$ cat src/rtl/iirl_pkg.sv
package iirl_pkg;

   // Request kinds.
   localparam logic [2:0] KIND_APPEND = 3'd0;
   localparam logic [2:0] KIND_HEAD   = 3'd1;
   localparam logic [2:0] KIND_AFTER  = 3'd2;
   localparam logic [2:0] KIND_REMOVE = 3'd3;
   localparam logic [2:0] KIND_READ   = 3'd4;
   localparam logic [2:0] KIND_CLEAR  = 3'd5;

   // Response status codes.
   localparam logic [1:0] STATUS_DONE  = 2'd0;
   localparam logic [1:0] STATUS_FULL  = 2'd1;
   localparam logic [1:0] STATUS_RANGE = 2'd2;

   // Width of the fill field on the response.
   localparam int FILL_W = 8;

   typedef struct packed {
      logic [2:0]         kind;
      logic [6:0]         position;
      logic signed [31:0] word_in;
   } req_type;

   typedef struct packed {
      logic [1:0]         status;
      logic signed [31:0] word_out;
      logic [7:0]         fill;
   } rsp_type;

   // What every cell of the chain does with its stored word this cycle.
   typedef enum logic [1:0] {
      MODE_HOLD,
      MODE_INSERT,
      MODE_REMOVE,
      MODE_CLEAR
   } mode_type;

   // Broadcast command from the controller to all cells.
   typedef struct packed {
      mode_type mode;
      logic     lane_load;
      logic     lane_shift;
   } cell_cmd_type;

   typedef enum logic {
      ST_IDLE,
      ST_WALK
   } state_type;

endpackage

$ cat src/rtl/iirl_cell.sv
module iirl_cell #(
   parameter int INDEX = 0,
   parameter int WW    = 8
) (
   input  logic                  clock,
   input  logic                  reset,
   input  iirl_pkg::cell_cmd_type cmd,
   input  logic [WW-1:0]         mark,
   input  logic signed [31:0]    new_word,
   input  logic signed [31:0]    left_word,
   input  logic signed [31:0]    right_word,
   input  logic signed [31:0]    right_lane,
   output logic signed [31:0]    store_q,
   output logic signed [31:0]    lane_q
);
   import iirl_pkg::*;

   localparam logic [WW-1:0] MY_INDEX = WW'(INDEX);

   logic signed [31:0] store_ff;
   logic signed [31:0] store_in;
   logic signed [31:0] lane_ff;
   logic signed [31:0] lane_in;

   // Inserts take the word from the left neighbor above the gap, removals
   // take it from the right neighbor from the removed place on.
   always_comb begin
      store_in = store_ff;
      case (cmd.mode)
         MODE_INSERT: begin
            if (MY_INDEX > mark) begin
               store_in = left_word;
            end else if (MY_INDEX == mark) begin
               store_in = new_word;
            end
         end
         MODE_REMOVE: begin
            if (MY_INDEX >= mark) begin
               store_in = right_word;
            end
         end
         MODE_CLEAR: store_in = '0;
         default:    store_in = store_ff;
      endcase
   end

   // The read lane snapshots the stored word, then walks toward cell zero.
   always_comb begin
      lane_in = lane_ff;
      if (cmd.lane_load) begin
         lane_in = store_ff;
      end else if (cmd.lane_shift) begin
         lane_in = right_lane;
      end
   end

   always_ff @(posedge clock) begin
      if (reset) begin
         store_ff <= '0;
      end else begin
         store_ff <= store_in;
      end
      lane_ff <= lane_in;
   end

   assign store_q = store_ff;
   assign lane_q  = lane_ff;

endmodule

$ cat config.mk
export PLATFORM = sky130hd
export DESIGN_NAME = iirl_cell
export DESIGN_NICKNAME = d
export VERILOG_FILES = /design/src/rtl/iirl_pkg.sv /design/src/rtl/iirl_cell.sv
export SDC_FILE = /design/constraint.sdc
export NUM_CORES = 1
export LEC_CHECK = 0
export BUFFER_PORTS_ARGS = -buffer_cell sky130_fd_sc_hd__buf_2
export CORE_ASPECT_RATIO = 1.4
export CORE_UTILIZATION = 40
export DETAILED_ROUTE_END_ITERATION = 6
export PLACE_DENSITY = 0.78
export SYNTH_ARGS = -nofsm -noshare
export SYNTH_HDL_FRONTEND = slang
export SYNTH_SLANG_ARGS = --single-unit
$ cat constraint.sdc
create_clock -name clock -period 1.59 [get_ports clock]
set_clock_uncertainty 0.15 [all_clocks]
set_input_delay 0.0795 -clock clock [delete_from_list [all_inputs] [get_ports clock]]
set_output_delay 0.0795 -clock clock [all_outputs]
set_load 0.01 [all_outputs]
-- After elaboration in Yosys (flattened, before gate mapping)
Index checks and enable logic that the tools add are counted.
- add/sub/neg operators: 0
- eq/ne operators: 5
- multipliers: 0
- bitwise logic cells: 0
- div/mod/pow operators: 0
- reductions and logical operators: 4
- shifts and indexed selects: 0
- muxes and demuxes: 6
- $lt $le $gt $ge: 2
- operators with widths (operator ; count):
    $mux 32 ; 5
    $pmux 32 s3 ; 1
    $ge 1x8->1 const A ; 1
    $gt 1x8->1 const A ; 1
    $logic_not 8->1 ; 1
    $eq 2x2->1 const B ; 2
    $ne 3x3->1 const B ; 1
    $reduce_and 3->1 ; 1
    $reduce_bool 3->1 ; 1
    $eq 2x1->1 const B ; 1
    $ne 2x2->1 const B ; 1
    $reduce_bool 2->1 ; 1
- bits in writable memories: 0
- bits in read-only memories: 0
- output and inout port bits: 64
- memories: 0
- latch bits: 0
- register bits: 64

-- Depth between registers and ports, before layout
Gate-level depths: netlist of the first run.
- depth in word-level cells: 4
- depth in mapped cells: 5
- depth with buffers taken out: 3

-- Least setup slack after synthesis of the first run
Ideal clock, no wire load.
- path type: in2reg
- start: input mark[7]
- end: register store_ff[23] (netlist: store_q[23])
- library setup time: 0.121 ns
- stages: 4
- arrival: 1.416 ns
- setup slack: -0.098 ns
- cells stage by stage: or4_4 > buf_6 > o31ai_4 > mux2_4
- longest elaborated chain between the ends: 3
- RTL lines (what ; RTL line ; source):
    start, declared ; iirl_cell.sv:8 ; input logic [WW-1:0] mark,
    $gt 1x8->1 (tied with other cells) ; iirl_cell.sv:31 ; if (MY_INDEX > mark) begin
    $ne 3x3->1 (no line) (tied with other cells) ; n/a ;
    $reduce_and 3->1 (no line) / $pmux 32 s3 (equally long branches) ; n/a ;
    end signal, assigned ; iirl_cell.sv:61 ; store_ff <= store_in;
    end, declared ; iirl_cell.sv:20 ; logic signed [31:0] store_ff;
Parallel ways exist; a longest one is shown, timed or not.
A chain may end at the register's enable or synchronous reset.

-- Final worst setup path of the first run
- start: input mark[6]
- end: register store_ff[15] (netlist: store_q[15])
Same word-level chain as after synthesis.

==> results_dict.tcl, run 1 <==
set metrics [dict create \
    outcome "complete, no violations" \
    synth_flop_cell "edfxtp_1" \
    cts_root_buf "clkbuf_16" \
    diodes 0 \
    grt-ovfl-total 0 \
    drt-pass1-iter-count 4 \
    postPlaceCellArea_um2 4430 \
    die_h_um 112 \
    synth_edf_count 32 \
    slew_violations 0 \
    start_kind "input port" \
    synth_area_per_cell_um2 11.6 \
    cts_buffers 9 \
    cp-startpoint "mark[6]" \
    synth_warnings 0 \
    vdd_drop_max_v 0.000694 \
    clkTransAtPathRegs_ps 50 \
    wl_per_cell_um 16.5 \
    port_buffers 173 \
    grt_pass1_wl_mm 16.3 \
    rsz0062_at_grt "false" \
    cts_resized 0 \
    r2r-start "store_q[23]" \
    grt_antenna_before_repair 0 \
    ys_ff_latch 64 \
    htreeDepth 3 \
    timing.final.crit_share_pct 89.4 \
    clkLatencyLatePin_ps 330 \
    wirelength_mm 10.4 \
    power.density_nw_per_um2 939 \
    hpwl_mm 6.83 \
    die_w_um 80.7 \
    nFillCells 668 \
    rows 39 \
    drtIter0Drc 133 \
    final_core_util_pct 64.1 \
    track_usage_pct 23.7 \
    ys_types 22 \
    drcViolationCount 0 \
    period_needed_ps 1420 \
    cp.required_ps 1680 \
    fmax_mhz 704 \
    synthCells 299 \
    ys_seq_area_share_pct 46.1 \
    clockBufferDepth 2 \
    critPathKind "input port to register" \
    ys_top_cells_by_area "edfxtp_1 (28%), dfxtp_1 (18%), a211oi_2 (11%)" \
    drive_gt1_share_pct 52.6 \
    gp_congestion 0.797 \
    cp-end-kind "register" \
    ant_nets 0 \
    cts_tree "built" \
    post_cts_buffers 0 \
    die-area_um2 9060 \
    grt_max_degree 40 \
    setup_viol 0 \
    tightestPinTransition_ps 745 \
    via_count 3362 \
    synthToLayoutAreaGrowth_pct 53.2 \
    via_per_inst 5.32 \
    nets 667 \
    hold_viol_final 0 \
    maxCapViolCount 0 \
    max-slew-margin-rel_pct 50.3 \
    cts.sinks 64 \
    fp.coreArea_um2 8300 \
    hp-start "right_word[21]" \
    p_leak_nw 2.29 \
    stdcell_area_um2 5320 \
    arrival_ps 1510 \
    hp-class "input port to register" \
    synth_nets 441 \
    path_max_fanout 17 \
    async_flop_share_pct 0 \
    yosysTopAreaCell "edfxtp_1" \
    grt_pass1_vias 3486 \
    initial_utilization_pct 41.8 \
    yosys.area.top_type_share_pct 27.7 \
    num_io_pins 206 \
    syn-cell-area_um2 3470 \
]
==> per-layer routing <==
layer / share of wire (%) / vias to the layer above / GRT usage [%]
met5: 0 / - / 0
met4: 3.1 / 0 / 11.3
li1: - / 1594 / -
met3: 5.9 / 29 / 5.28
met2: 54 / 162 / 43.8
met1: 37 / 1577 / 24.5
==> state kept, by name (all words and copies together), names as in the netlist <==
signal   cells
lane_q      32
store_q     32
==> through the flow <==
| stage | setup TNS, ps | hold slack, ps | instances | setup WS, ps | total power [mW] |
|---|---|---|---|---|---|
| 3_3_place_gp | -3180 | 231 | 558 | -125 | 2.82 |
| 3_5_place_dp | -4090 | 235 | 558 | -169 | 2.85 |
| 4_1_cts | 0 | 4.76 | 632 | 180 | 5.03 |
| 5_1_grt | 0 | 6.44 | 632 | 127 | 5.21 |
| 6_report | 0 | 15.4 | 632 | 169 | 5.00 |
| 2_1_floorplan | -2170 | 149 | 299 | -97.6 | 2.49 |
==> area by class of cell <==
| type | instances | area, um^2 | area share (%) |
|---|---|---|---|
| clock buffers | 9 | 225 | 4.23 |
| clock inverters | 7 | 86.3 | 1.62 |
| multi-input cells | 199 | 1630 | 30.7 |
| flip-flops and latches | 64 | 1600 | 30.1 |
| well taps | 102 | 128 | 2.40 |
| repair buffers | 251 | 1650 | 31.0 |
==> critical path, stage by stage <==
cell      delay [ps]
buf_2            100
or4_1            610
buf_4            240
o31a_1           260
a211oi_2         210
==> Yosys cell counts (2+ instances only) <==
library cell  instances
a211oi_1              2
a211oi_2             30
a21oi_1              62
buf_6                11
clkbuf_1             22
clkbuf_8              2
dfxtp_1              32
edfxtp_1             32
mux2_2               32
nor2_1                2
nor2b_1              32
o31a_1               30
==> logic make-up after synthesis <==
kind of cell | count (synthesis) | share of synthesized area (%)
flops | 64 | 46.1
buf+inv | 36 | 7.07
mux | 33 | 10.8
simple gates | 40 | 7.32
compound gates | 126 | 28.7
==> path summary, 6_finish.rpt <==
| kind | end | slack, ps | depth (start not counted) |
|---|---|---|---|
| max | store_q[15] | 170 | 5 |
| min | store_q[21] | 20 | 3 |
| max reg2reg | store_q[23] | 520 | 2 |
| min reg2reg | lane_q[12] | 440 | 1 |
==> timing repair <==
item	CTS	global route
hold buffers	58	0
hold endpoints to repair	64	0
setup endpoints to repair	0	0
==> cell usage in the layout, fill, tap and decap left out, types with 2 or more instances in the layout <==
cell type and instances:
clkinv_2 3, o31a_1 30, clkbuf_16 9, buf_2 173, bufinv_16 2, dlygate4sd3_1 58
dfxtp_1 32, buf_4 16, nor2b_1 31, mux2_2 32, a211oi_2 30, edfxtp_1 32
a21oi_1 62, buf_12 4, a211oi_1 2
==> where the power goes <==
group,internal [mW],switching (mW)
clock,1.36,0.702
sequential,1.88,0.0660
combinational,0.528,0.460
total,3.77,1.23
Power figures use the tool's default switching activity.
==> run 2, diff against run 1 <==
- PLACE_DENSITY: 0.78 -> 0.87
==> results_dict.tcl, run 2 (synthesized netlist as in run 1, its figures left out) <==
set metrics [dict create \
    cp-end-kind "register" \
    nFillCells 683 \
    ant_nets 0 \
    met3_usage_pct 4.96 \
    arrival_ps 1520 \
    clkTransAtPathRegs_ps 50 \
    timing.hold.ws_ps 7.76 \
    path_max_fanout 9 \
    multi_input_area_um2 1630 \
    die_h_um 112 \
    drcViolationCount 0 \
    cp_cell_sequence "buf_2 > or4_4 > o31ai_4 > buf_4 > a211oi_2" \
    diodes 0 \
    via_per_inst 5.26 \
    drtIter0Drc 142 \
    crit_buf_inv 2 \
    period_needed_ps 1480 \
    crit_path_end "store_q[3]" \
    cp.required_ps 1630 \
    rows 39 \
    drt-pass1-iter-count 4 \
    start_kind "input port" \
    grt_pass1_wl_mm 16.3 \
    wl_per_cell_um 17.0 \
    clockBufferDepth 2 \
    htreeDepth 3 \
    final_cell_mix "buf_2 (173), a21oi_1 (62), dlygate4sd3_1 (57)" \
    cp_slowest_cell "or4_4" \
    cts_root_buf "clkbuf_16" \
    hp-class "input port to register" \
    cp-startpoint "mark[7]" \
    cts_tree "built" \
    grt_antenna_before_repair 0 \
    gr-usage-met1_pct 24.7 \
    cts_buffers 9 \
    seqCellArea_um2 1600 \
    r2r-start "store_q[23]" \
    fmax_mhz 675 \
    drive_gt1_share_pct 51.7 \
    die-area_um2 9060 \
    cts.sinks 64 \
    vdd_drop_max_v 0.000520 \
    hpwl_mm 6.86 \
    grt_max_degree 67 \
    layout.cells.most_common "buf_2" \
    r2r_setup_slack_ps 560 \
    num_io_pins 206 \
    r2r_cells 2 \
    tightestPinTransition_ps 748 \
    grt_pass1_vias 3452 \
    clkLatencyLatePin_ps 320 \
    fp.coreArea_um2 8300 \
    dpl.cell_count 555 \
    slew_violations 0 \
    nets 663 \
    port_buffers 173 \
    slowest_delay_ps 550 \
    die_w_um 80.7 \
    final.setup.worst_slack_ps 108 \
    gp_congestion 0.748 \
    grt-ovfl-total 0 \
    crit_family "simple AND/OR/NAND/NOR gates" \
    maxCapViolCount 0 \
    wirelength_mm 10.6 \
    track_usage_pct 24.1 \
    p_leak_nw 2.23 \
    critPathKind "input port to register" \
    cts_resized 0 \
    power.density_nw_per_um2 897 \
    rsz0062_at_grt "false" \
    fin_cells 628 \
    setup_viol 0 \
    worstSetupPathDepth 5 \
    use_met2_pct 44.2 \
    hold_viol_final 0 \
    synthToLayoutAreaGrowth_pct 49.8 \
    initial_utilization_pct 41.8 \
    outcome "complete, no violations" \
    via_count 3305 \
    dp_slack_ps -236 \
    max-slew-margin-rel_pct 50.1 \
    r2r-end "store_q[23]" \
    busiest_layer "met2" \
    timing.final.crit_share_pct 93.2 \
]
[run 2: power by group]
group | total [mW] | internal [mW] | switching (mW)
Sequential | 1.95 | 1.89 | 0.0654
Clock | 1.74 | 1.10 | 0.644
Combinational | 0.973 | 0.513 | 0.460
Total | 4.66 | 3.49 | 1.17
[run 2: final cells by class]
cell class                      instances  area share (%)
Sequential cell                        64            30.8
Clock buffer                           15            4.96
Multi-Input combinational cell        199            31.4
Timing Repair Buffer                  247            30.3
Clock inverter                          1          0.0962
Tap cell                              102            2.45
[run 2: tightest hold or removal path: cells and delay by family]
family | cells | cell delay, ps
buffers and inverters | 1 | 70
AOI/OAI and AO/OA | 2 | 270
[run 2: routing by layer]
| metal | wire length [um] | share of wire, % |
|---|---|---|
| met5 | 0 | 0 |
| met4 | 356 | 3.3 |
| met3 | 570 | 5.4 |
| met2 | 5880 | 55 |
| met1 | 3840 | 36 |
[run 2: how the worst min path moves through the flow]
| stage | start | slack, ps | to | depth (start not counted) |
|---|---|---|---|---|
| finish | right_word[20] | 8 | store_q[20] | 3 |
| global route | right_word[16] | 4 | store_q[16] | 3 |
| CTS | right_word[9] | 0.6 | store_q[9] | 3 |
| detailed placement | right_lane[19] | 240 | lane_q[19] | 2 |
| global placement | right_lane[25] | 230 | lane_q[25] | 2 |
| floorplan | right_word[24] | 150 | store_q[24] | 2 |
[run 2: metrics by stage]
stage / util, % / power [mW] / setup TNS (ps) / cell area [um^2]
after CTS: 62.7 / 4.69 / 0 / 5200
after global routing: 62.7 / 4.87 / 0 / 5200
final: 62.7 / 4.66 / 0 / 5200
after detailed placement: 52.6 / 2.84 / -6690 / 4370
after floorplan: - / 2.49 / -2170 / 3470
after global placement: 52.6 / 2.80 / -5500 / 4370
[run 2: what timing repair did]
| action | CTS | global route |
|---|---|---|
| endpoints found under the hold margin | 59 | 0 |
| hold buffers | 57 | 0 |
| setup buffers | 0 | 0 |
| endpoints found under the setup margin | 0 | 0 |
==> run 3, diff against run 2 <==
- BUFFER_PORTS_ARGS: -buffer_cell sky130_fd_sc_hd__buf_2 -> -buffer_cell sky130_fd_sc_hd__buf_4
==> results_dict.tcl, run 3 (synthesized netlist as in run 1, its figures left out) <==
set metrics [dict create \
    outcome "complete, no violations" \
    max-slew-margin-rel_pct 66.8 \
    wl_per_cell_um 17.8 \
    stdcell_area_um2 5640 \
    cts_tree "built" \
    layout.cells.most_common "buf_4" \
    clkLatencyLatePin_ps 330 \
    start_kind "input port" \
    hpwl_mm 7.39 \
    ant_nets 0 \
    grt_pass1_vias 3529 \
    nets 660 \
    fin_cells 625 \
    power.density_nw_per_um2 881 \
    slowest_delay_ps 550 \
    fp.coreArea_um2 8300 \
    die-area_um2 9060 \
    grt_max_degree 38 \
    post_cts_buffers 0 \
    via_count 3346 \
    cp.required_ps 1670 \
    timing.final.crit_share_pct 96.4 \
    postPlaceCellArea_um2 4790 \
    drcViolationCount 0 \
    hold_viol_final 0 \
    cp_slowest_cell "or4_4" \
    cts_buffers 9 \
    final_core_util_pct 68.0 \
    num_io_pins 206 \
    setup_viol 0 \
    path_max_fanout 31 \
    cp-end-kind "register" \
    maxCapViolCount 0 \
    fmax_mhz 653 \
    slew_violations 0 \
    p_leak_nw 2.36 \
    die_h_um 112 \
    rsz0062_at_grt "false" \
    diodes 0 \
    grt_pass1_wl_mm 17.3 \
    tightestPinTransition_ps 497 \
    initial_utilization_pct 41.8 \
    die_w_um 80.7 \
    fin_total_pwr_mw 4.97 \
    rows 39 \
    gp_congestion 0.755 \
    routed-wl-met3_um 583 \
    wirelength_mm 11.1 \
    grt-ovfl-total 0 \
    final_cell_mix "buf_4 (187), a21oi_1 (62), dlygate4sd3_1 (55)" \
    period_needed_ps 1530 \
    cp_cell_sequence "buf_4 > or4_4 > buf_4 > o31a_2 > a211oi_1" \
    wl_met2_mm 6.26 \
    drt-pass1-iter-count 4 \
    setup_tns_ps 0 \
    hp-class "input port to register" \
    track_usage_pct 25.3 \
    drive_gt1_share_pct 52.6 \
    crit_top_cell "buf_4" \
    wl_met1_mm 3.99 \
    htreeDepth 3 \
    clockBufferDepth 2 \
    arrival_ps 1620 \
    critPathKind "input port to register" \
    drtIter0Drc 186 \
    synthToLayoutAreaGrowth_pct 62.4 \
    clkTransAtPathRegs_ps 50 \
    vdd_drop_max_v 0.000593 \
    cts.sinks 64 \
    via_per_inst 5.35 \
    port_buffers 173 \
    top_layer "met4" \
    cts_root_buf "clkbuf_16" \
    dpl.cell_count 554 \
    grt_antenna_before_repair 0 \
]
-- run 3: worst max-delay path, delay by kind of cell --
family	cells	cell delay, ps
AO/OA/AOI/OAI	2	620
AND/OR/NAND/NOR	1	550
buffers and inverters	2	370
-- run 3: metal layers --
metal | track usage, % | vias to the layer above
met5 | 0 | -
met4 | 10.4 | 0
met3 | 3.98 | 22
met2 | 47.5 | 139
met1 | 27.3 | 1615
li1 | - | 1570
-- run 3: per-stage QoR --
stage	setup WS [ps]	hold slack [ps]
after floorplan	-97.6	149
after global placement	-173	232
after detailed placement	-224	237
after CTS	50.0	1.21
after global routing	6.05	6.55
final	57.7	3.04
-- run 3: area by class of cell --
| cell class | instances | area [um^2] |
|---|---|---|
| Fill cell | 610 | 2660 |
| Timing Repair Buffer | 244 | 1990 |
| Multi-Input combinational cell | 199 | 1630 |
| Sequential cell | 64 | 1600 |
| Clock buffer | 11 | 264 |
| Tap cell | 102 | 128 |
| Clock inverter | 5 | 27.5 |
-- run 3: final timing paths --
kind	cells past startpoint	from	endpoint	slack, ps
setup / recovery	5	mark[7]	store_q[24]	60
hold / removal	3	right_word[27]	store_q[27]	3
setup reg to reg	3	store_q[21]	store_q[21]	530
hold reg to reg	1	store_q[31]	lane_q[31]	450
-- run 3: where the power goes --
part,internal (mW),switching [mW],total (mW)
Sequential,1.88,0.0738,1.96
Combinational,0.650,0.473,1.12
Clock,1.18,0.707,1.89
Total,3.71,1.25,4.97
-- run 3: what timing repair did --
item                                    CTS  global route
hold buffers                             55             0
endpoints found under the setup margin    0             1
resized for setup                         0             1
hold endpoints to repair                 59             0
